File: src/design/bsc_pkg.sv
package bsc_pkg;

    // Operation codes carried in the request.
    typedef enum logic [1:0] {
        OP_ENCODE = 2'd0,
        OP_DECODE = 2'd1,
        OP_FORCE  = 2'd2,
        OP_NONE   = 2'd3
    } bsc_op_t;

    // Shift codes and fixed values of the code.
    localparam logic [4:0] SHIFT_LETTERS_CODE = 5'd31;
    localparam logic [4:0] SHIFT_FIGURES_CODE = 5'd27;
    localparam logic [4:0] SPACE_CODE         = 5'h04;
    localparam logic [7:0] CASE_OFFSET        = 8'd32;
    localparam logic [7:0] FIRST_PRINTABLE    = 8'd32;
    localparam logic [7:0] DELETE_CHAR        = 8'd127;
    localparam int         CODE_COUNT         = 32;

    // Default depth of the queue between front and back.
    localparam int QUEUE_DEPTH_DEFAULT = 4;

    typedef struct packed {
        logic [1:0] operation;
        logic [7:0] character;
        logic [4:0] code_word;
        logic       forced_shift;
    } bsc_in_t;

    typedef struct packed {
        logic [6:0] out_value;
        logic       is_last;
        logic       shift_now;
    } bsc_out_t;

    // One queued job: an optional shift code followed by one value.
    typedef struct packed {
        logic       two;
        logic [6:0] value;
        logic       shift;
    } bsc_job_t;

    typedef struct packed {
        logic       hit;
        logic [4:0] code;
    } bsc_lookup_t;

    // Character shown by each code in the letters set; zero means none.
    function automatic logic [6:0] letter_char(input logic [4:0] code);
        logic [6:0] ch;
        case (code)
            5'd1:    ch = 7'h45;
            5'd2:    ch = 7'h0A;
            5'd3:    ch = 7'h41;
            5'd4:    ch = 7'h20;
            5'd5:    ch = 7'h53;
            5'd6:    ch = 7'h49;
            5'd7:    ch = 7'h55;
            5'd8:    ch = 7'h0D;
            5'd9:    ch = 7'h44;
            5'd10:   ch = 7'h52;
            5'd11:   ch = 7'h4A;
            5'd12:   ch = 7'h4E;
            5'd13:   ch = 7'h46;
            5'd14:   ch = 7'h43;
            5'd15:   ch = 7'h4B;
            5'd16:   ch = 7'h54;
            5'd17:   ch = 7'h5A;
            5'd18:   ch = 7'h4C;
            5'd19:   ch = 7'h57;
            5'd20:   ch = 7'h48;
            5'd21:   ch = 7'h59;
            5'd22:   ch = 7'h50;
            5'd23:   ch = 7'h51;
            5'd24:   ch = 7'h4F;
            5'd25:   ch = 7'h42;
            5'd26:   ch = 7'h47;
            5'd28:   ch = 7'h4D;
            5'd29:   ch = 7'h58;
            5'd30:   ch = 7'h56;
            default: ch = 7'h00;
        endcase
        return ch;
    endfunction

    // Character shown by each code in the figures set; zero means none.
    function automatic logic [6:0] figure_char(input logic [4:0] code);
        logic [6:0] ch;
        case (code)
            5'd1:    ch = 7'h33;
            5'd2:    ch = 7'h0A;
            5'd3:    ch = 7'h2D;
            5'd4:    ch = 7'h20;
            5'd5:    ch = 7'h27;
            5'd6:    ch = 7'h38;
            5'd7:    ch = 7'h37;
            5'd8:    ch = 7'h0D;
            5'd9:    ch = 7'h05;
            5'd10:   ch = 7'h34;
            5'd11:   ch = 7'h07;
            5'd12:   ch = 7'h2C;
            5'd13:   ch = 7'h21;
            5'd14:   ch = 7'h3A;
            5'd15:   ch = 7'h28;
            5'd16:   ch = 7'h35;
            5'd17:   ch = 7'h22;
            5'd18:   ch = 7'h29;
            5'd19:   ch = 7'h32;
            5'd20:   ch = 7'h23;
            5'd21:   ch = 7'h36;
            5'd22:   ch = 7'h30;
            5'd23:   ch = 7'h31;
            5'd24:   ch = 7'h39;
            5'd25:   ch = 7'h3F;
            5'd26:   ch = 7'h26;
            5'd28:   ch = 7'h2E;
            5'd29:   ch = 7'h2F;
            5'd30:   ch = 7'h3B;
            default: ch = 7'h00;
        endcase
        return ch;
    endfunction

    // Letters-path code of an upper-case letter or space.
    function automatic bsc_lookup_t letter_code(input logic [7:0] up);
        bsc_lookup_t res;
        logic        allowed;
        res     = '0;
        allowed = ((up >= 8'h41) && (up <= 8'h5A)) || (up == 8'h20);
        for (int i = 0; i < CODE_COUNT; i++) begin
            if (allowed && ({1'b0, letter_char(5'(i))} == up)) begin
                res.hit  = 1'b1;
                res.code = 5'(i);
            end
        end
        return res;
    endfunction

    // Figures-path code of a printable character.
    function automatic bsc_lookup_t figure_code(input logic [7:0] c);
        bsc_lookup_t res;
        logic        allowed;
        res     = '0;
        allowed = (c >= FIRST_PRINTABLE) && (c < DELETE_CHAR);
        for (int i = 0; i < CODE_COUNT; i++) begin
            if (allowed && ({1'b0, figure_char(5'(i))} == c)) begin
                res.hit  = 1'b1;
                res.code = 5'(i);
            end
        end
        return res;
    endfunction

endpackage

File: src/design/bsc_front.sv
module bsc_front
    import bsc_pkg::*;
(
    input  logic     aclk,
    input  logic     aresetn,
    input  logic     accept,
    input  bsc_in_t  req,
    output logic     push,
    output bsc_job_t job
);

    logic        shift_reg;
    logic        shift_next;
    logic [7:0]  upper;
    bsc_lookup_t let_hit;
    bsc_lookup_t fig_hit;
    logic [6:0]  dec_char;

    // Fold lower case onto upper case and look the character up in both sets.
    always_comb begin
        upper = req.character;
        if ((req.character >= 8'h61) && (req.character <= 8'h7A)) begin
            upper = req.character - CASE_OFFSET;
        end
        let_hit  = letter_code(upper);
        fig_hit  = figure_code(req.character);
        dec_char = shift_reg ? figure_char(req.code_word) : letter_char(req.code_word);
    end

    // Classify the request into a queued job and the next shift state.
    always_comb begin
        shift_next = shift_reg;
        push       = 1'b0;
        job        = '0;
        unique case (bsc_op_t'(req.operation))
            OP_ENCODE: begin
                if (let_hit.hit) begin
                    push       = 1'b1;
                    job.two    = shift_reg;
                    job.value  = {2'b00, let_hit.code};
                    job.shift  = 1'b0;
                    shift_next = 1'b0;
                end else if (fig_hit.hit) begin
                    push       = 1'b1;
                    job.two    = ~shift_reg;
                    job.value  = {2'b00, fig_hit.code};
                    job.shift  = 1'b1;
                    shift_next = 1'b1;
                end
            end
            OP_DECODE: begin
                if (req.code_word == SHIFT_LETTERS_CODE) begin
                    shift_next = 1'b0;
                end else if (req.code_word == SHIFT_FIGURES_CODE) begin
                    shift_next = 1'b1;
                end else if (dec_char != 7'h00) begin
                    push      = 1'b1;
                    job.two   = 1'b0;
                    job.value = dec_char;
                    job.shift = shift_reg;
                end
            end
            OP_FORCE: begin
                shift_next = req.forced_shift;
            end
            default: begin
                shift_next = shift_reg;
            end
        endcase
        push = push & accept;
    end

    // The shift state moves once per accepted request.
    always_ff @(posedge aclk) begin
        if (!aresetn) begin
            shift_reg <= 1'b0;
        end else if (accept) begin
            shift_reg <= shift_next;
        end
    end

endmodule

File: src/design/bsc_queue.sv
module bsc_queue
    import bsc_pkg::*;
#(
    parameter int DEPTH = QUEUE_DEPTH_DEFAULT
) (
    input  logic     aclk,
    input  logic     aresetn,
    input  logic     push,
    input  bsc_job_t push_job,
    input  logic     pop,
    output logic     full,
    output logic     not_empty,
    output bsc_job_t head
);

    localparam int PW = $clog2(DEPTH);
    localparam int CW = $clog2(DEPTH + 1);
    localparam logic [PW-1:0] LAST_PTR = PW'(DEPTH - 1);

    bsc_job_t        mem_reg [DEPTH];
    logic [PW-1:0]   wr_ptr_reg;
    logic [PW-1:0]   rd_ptr_reg;
    logic [CW-1:0]   count_reg;

    assign full      = (count_reg == CW'(DEPTH));
    assign not_empty = (count_reg != '0);
    assign head      = mem_reg[rd_ptr_reg];

    // Job storage, written at the tail.
    always_ff @(posedge aclk) begin
        if (push) begin
            mem_reg[wr_ptr_reg] <= push_job;
        end
    end

    // Pointers and fill count.
    always_ff @(posedge aclk) begin
        if (!aresetn) begin
            wr_ptr_reg <= '0;
            rd_ptr_reg <= '0;
            count_reg  <= '0;
        end else begin
            if (push) begin
                wr_ptr_reg <= (wr_ptr_reg == LAST_PTR) ? '0 : wr_ptr_reg + 1'b1;
            end
            if (pop) begin
                rd_ptr_reg <= (rd_ptr_reg == LAST_PTR) ? '0 : rd_ptr_reg + 1'b1;
            end
            if (push && !pop) begin
                count_reg <= count_reg + 1'b1;
            end else if (pop && !push) begin
                count_reg <= count_reg - 1'b1;
            end
        end
    end

endmodule

File: src/design/bsc_back.sv
module bsc_back
    import bsc_pkg::*;
(
    input  logic     aclk,
    input  logic     aresetn,
    input  logic     head_valid,
    input  bsc_job_t head,
    output logic     pop,
    output logic     m_valid,
    input  logic     m_ready,
    output bsc_out_t m_data
);

    logic     m_valid_reg;
    bsc_out_t m_data_reg;
    logic     phase_reg;
    logic     out_free;
    logic     load;
    logic     emit_shift;
    logic [4:0] shift_code;

    assign out_free   = !m_valid_reg || m_ready;
    assign load       = out_free && head_valid;
    assign emit_shift = head.two && !phase_reg;
    assign pop        = load && !emit_shift;
    assign shift_code = head.shift ? SHIFT_FIGURES_CODE : SHIFT_LETTERS_CODE;
    assign m_valid    = m_valid_reg;
    assign m_data     = m_data_reg;

    // Output register control and the two-result phase.
    always_ff @(posedge aclk) begin
        if (!aresetn) begin
            m_valid_reg <= 1'b0;
            phase_reg   <= 1'b0;
        end else begin
            if (out_free) begin
                m_valid_reg <= head_valid;
            end
            if (load) begin
                phase_reg <= emit_shift;
            end
        end
    end

    // Output payload: the shift code first where a job needs one.
    always_ff @(posedge aclk) begin
        if (load) begin
            m_data_reg.shift_now <= head.shift;
            if (emit_shift) begin
                m_data_reg.out_value <= {2'b00, shift_code};
                m_data_reg.is_last   <= 1'b0;
            end else begin
                m_data_reg.out_value <= head.value;
                m_data_reg.is_last   <= 1'b1;
            end
        end
    end

`ifndef SYNTH
    // A half-done job must still sit at the head of the queue.
    a_phase_has_head: assert property (@(posedge aclk) disable iff (!aresetn)
        phase_reg |-> head_valid)
        else $error("second result pending with empty queue");

    // Only a shift code matching the new state may be a non-final result.
    a_shift_first: assert property (@(posedge aclk) disable iff (!aresetn)
        (m_valid_reg && !m_data_reg.is_last) |->
        ((m_data_reg.out_value == {2'b00, SHIFT_LETTERS_CODE} && !m_data_reg.shift_now) ||
         (m_data_reg.out_value == {2'b00, SHIFT_FIGURES_CODE} && m_data_reg.shift_now)))
        else $error("non-final result is not a proper shift code");

    // Issuing a shift code leaves the job's value pending.
    a_phase_set: assert property (@(posedge aclk) disable iff (!aresetn)
        (load && emit_shift) |=> (phase_reg && m_valid_reg && !m_data_reg.is_last))
        else $error("shift code issued without pending value");
`endif

endmodule

File: src/design/baudot_shift_codec.sv
// ITA2 Baudot codec with a letters/figures shift state. Each request encodes
// one ASCII character, decodes one five-bit code or forces the shift state.
// A request is taken on every clock while the job queue (QUEUE_DEPTH jobs)
// has room; the shift state is updated as the request is taken, so requests
// may follow one another back to back. The result port sends one result per
// clock while m_ready allows: an encode that changes shift gives two results
// (shift code, then the character code), other encodes and non-silent decodes
// give one, and shift codes, NUL, uncodable characters and forced shifts give
// none. The sustained rate is therefore set by the result port. An idle codec
// passes a request through the job queue and then the output register before
// it presents the first result on m_valid.
module baudot_shift_codec
    import bsc_pkg::*;
#(
    parameter int QUEUE_DEPTH = QUEUE_DEPTH_DEFAULT
) (
    input  logic     aclk,
    input  logic     aresetn,
    input  logic     s_valid,
    output logic     s_ready,
    input  bsc_in_t  s_data,
    output logic     m_valid,
    input  logic     m_ready,
    output bsc_out_t m_data
);

    logic     accept;
    logic     push;
    bsc_job_t push_job;
    logic     pop;
    logic     full;
    logic     not_empty;
    bsc_job_t head;

    assign s_ready = !full;
    assign accept  = s_valid && s_ready;

    // Front end: classify requests and track the shift state.
    bsc_front u_front (
        .aclk    (aclk),
        .aresetn (aresetn),
        .accept  (accept),
        .req     (s_data),
        .push    (push),
        .job     (push_job)
    );

    // Job queue between front and back.
    bsc_queue #(
        .DEPTH (QUEUE_DEPTH)
    ) u_queue (
        .aclk      (aclk),
        .aresetn   (aresetn),
        .push      (push),
        .push_job  (push_job),
        .pop       (pop),
        .full      (full),
        .not_empty (not_empty),
        .head      (head)
    );

    // Back end: emit the results of each job.
    bsc_back u_back (
        .aclk       (aclk),
        .aresetn    (aresetn),
        .head_valid (not_empty),
        .head       (head),
        .pop        (pop),
        .m_valid    (m_valid),
        .m_ready    (m_ready),
        .m_data     (m_data)
    );

endmodule

File: config.mk
export PLATFORM = sky130hd
export DESIGN_NAME = baudot_shift_codec
export DESIGN_NICKNAME = d
export VERILOG_FILES = /design/src/design/bsc_pkg.sv /design/src/design/bsc_front.sv /design/src/design/bsc_queue.sv /design/src/design/bsc_back.sv /design/src/design/baudot_shift_codec.sv
export SDC_FILE = /design/constraint.sdc
export NUM_CORES = 1
export LEC_CHECK = 0
export BUFFER_PORTS_ARGS = -buffer_cell sky130_fd_sc_hd__buf_4
export CAP_MARGIN = 20
export CORE_MARGIN = 4
export CORE_UTILIZATION = 62
export CTS_CLUSTER_DIAMETER = 200
export DETAILED_ROUTE_END_ITERATION = 8
export PLACE_DENSITY = 0.82
export SLEW_MARGIN = 0
export SYNTH_ARGS = -nofsm -noshare
export SYNTH_HDL_FRONTEND = slang
export SYNTH_SLANG_ARGS = --single-unit
File: constraint.sdc
create_clock -name aclk -period 4.1 [get_ports aclk]
set_input_delay 0.41 -clock aclk [delete_from_list [all_inputs] [get_ports aclk]]
set_output_delay 0.41 -clock aclk [all_outputs]
set_load 0.1 [all_outputs]
==> impl_metrics.ini <==
[placed_design]
io_buffers = 30
globalplace.congestion = 1.01
dp_hpwl_um = 7890

[grt]
grt-ovfl-total = 0
antenna_found_initial = 0
grt_pass1_wl_um = 17500
grt_pass1_vias = 3501
grt_start_max_net_pins = 41
grtUsageTotal_pct = 25.2

[detailed_routing]
drt-pass1-iter-count = 5
viasPerCell = 6.52
wl_per_cell_um = 18.4
drt_iter0_drc = 278
vias = 3800
drc = 0
ant_nets = 0
wl_um = 10700

[synth]
synth_ff_type = edfxtp_1
ys_types = 76
syn-instance-count = 476
synth_area_per_cell_um2 = 9.47
ys_ff_latch = 57
synth_edf_count = 45
yosys_warnings = 0
synth-seq-area-share_pct = 35.3
synth_nets = 517
ys_async_sr_fraction_pct = 0
syn_area_um2 = 4510

[clock_network]
htreeDepth = 3
cts_resized = 0
clock_latency_ns = 0.32
path_clk_slew_ns = 0.06
root_buffer = clkbuf_8
cts_setup_buffers = 0
cts_buffers = 9
clock_sinks = 57
cts_tree = done
holdBufCountCts = 0
cts.path.max_buffers = 2

[floorplan]
ios = 31
rows = 30
start_util_pct = 64.9
core-area_um2 = 6940
die_width_um = 93.2
dieHeight_um = 93.2
dieArea_um2 = 8690

[finish]
syn_to_final_growth_pct = 7.91
final_common_cell = edfxtp_1
diodes = 0
drive_above_1_share_pct = 15.6
largest_register_ffs = 36
nets = 524
fillCellCount = 530
mostFrequentLayoutCells = edfxtp_1, nand2_1, buf_4, a21oi_1

[min_path]
hp-start = aresetn
worstHoldPathCells = 2
min_delay_worst_endpoint = u_queue.count_reg[0]$_SDFFE_PN0P_
hp-class = in -> reg

[power_and_ir_drop]
vdd_drop_max_mv = 0.186
leakagePower_nw = 1.75
total_power_mw = 2.32
power.density_cell_area_nw_per_um2 = 476

[sta]
maxSlewViolCount = 0
fin_crit_sh_pct = 84.3
setup_tns_ns = 0
fmax_mhz = 289
setup_viol = 0
grt_setup_unrepaired = false
final-hold-violation-count = 0
period_needed_ns = 3.46
slew_headroom_pct = 51.0
worstMarginPinSlew_ns = 0.734
fin_skew_ns = 0.00483

[worst_setup_path]
crit_type = in -> reg
critPathMaxStageDelay_ns = 0.51
cp-start-kind = primary input
worstPathCellList = buf_4 -> inv_1 -> ha_1 -> nor2b_1 -> nor3_1 -> o41ai_1 -> nor4_2 -> o211ai_4 -> ha_1 -> inv_1 -> fa_1 -> xor2_1 -> or3_1 -> a21boi_0
ff2ff_path_depth = 10
critPathArrivalTime_ns = 3.70
end_kind = flip-flop
rr_startpoint = u_front.shift_reg$_SDFFE_PN0P_
critPathRequiredTime_ns = 4.35
reg2reg_slack_ns = 0.75
critPathMaxFanout = 16
crit_family = adder cells
cp_num_buf_inv = 3
rr_endpoint = u_queue.count_reg[2]$_SDFFE_PN0P_
cpMaxStageDelayCell = o41ai_1

[status]
outcome = finished clean

[flow_run]
cap_violations = 0
worst max-delay path by stage:
stage          startpoint                           endpoint  depth (start not counted)  slack [ns]
2_1_floorplan   s_data[1]  u_queue.count_reg[2]$_SDFFE_PN0P_                         14        0.71
4_1_cts         s_data[1]  u_queue.count_reg[2]$_SDFFE_PN0P_                         14        0.64
3_5_place_dp    s_data[1]  u_queue.count_reg[2]$_SDFFE_PN0P_                         14        0.31
5_1_grt         s_data[1]  u_queue.count_reg[2]$_SDFFE_PN0P_                         14        0.42
3_3_place_gp    s_data[1]  u_queue.count_reg[2]$_SDFFE_PN0P_                         14        0.49
6_report        s_data[1]  u_queue.count_reg[2]$_SDFFE_PN0P_                         14        0.64
cells by family (layout without fill, tap and decap cells):
| family | count (synthesis) | after routing | synth area share, % |
|---|---|---|---|
| buf+inv | 61 | 72 | 5.94 |
| flops | 57 | 57 | 35.3 |
| compound gates | 131 | 131 | 21.2 |
| simple gates | 174 | 174 | 21.7 |
| fa+ha+maj | 21 | 21 | 6.00 |
| mux | 27 | 27 | 8.86 |
| xor+xnor | 5 | 5 | 0.972 |
report_power, final:
group          total (mW)  leakage [nW]  switching, mW  internal, mW
sequential          0.810         0.519         0.0555         0.754
clock               0.437        0.0838          0.187         0.250
combinational        1.07          1.15          0.735         0.336
synth_stat cells, drive strengths merged (4+ instances only):
cell type / number / area [um^2]
mux2i: 14 / 140
nand2: 33 / 124
dfxtp: 12 / 240
nand3b: 7 / 52.6
nand2b: 16 / 100
a211oi: 6 / 45.0
or2: 7 / 43.8
mux4: 10 / 225
a22oi: 7 / 52.6
a31oi: 5 / 31.3
buf: 25 / 133
or3: 4 / 25.0
nor3: 13 / 65.1
nor2b: 14 / 87.6
o22ai: 4 / 25.0
inv: 23 / 86.3
and3: 5 / 31.3
nor3b: 5 / 48.8
o21ai: 23 / 115
nor2: 23 / 86.3
edfxtp: 45 / 1350
and2: 15 / 95.1
a32oi: 5 / 43.8
ha: 20 / 250
nand3: 16 / 80.1
o211ai: 15 / 145
clkbuf: 12 / 45.0
a21oi: 24 / 120
a22o: 5 / 43.8
per-layer routing:
metal	global-route usage, %	vias up	part of all wire [%]
met5	0	-	0
met4	9.28	0	2.4
met3	3.22	22	5.9
met2	40.7	160	49
met1	34.6	1813	43
li1	-	1805	-
layout make-up:
class | count | area, um^2 | area share [%]
multi-input cells | 358 | 2650 | 54.4
flip-flops and latches | 57 | 1590 | 32.7
repair buffers | 33 | 248 | 5.10
clock buffers | 15 | 166 | 3.42
well taps | 96 | 120 | 2.47
inverters | 24 | 90.1 | 1.85
per-stage QoR:
stage | hold WS, ns | utilization (%) | std cells | cell area, um^2 | worst slack, ns
after floorplan | 0.468 | - | 476 | 4510 | 0.714
after global placement | 0.465 | 67.6 | 568 | 4700 | 0.487
after detailed placement | 0.491 | 67.6 | 568 | 4700 | 0.312
after CTS | 0.394 | 70.0 | 583 | 4860 | 0.638
after global routing | 0.410 | 70.0 | 583 | 4860 | 0.416
final | 0.406 | 70.0 | 583 | 4860 | 0.645
Note: power is estimated with default switching activity, not from simulation.
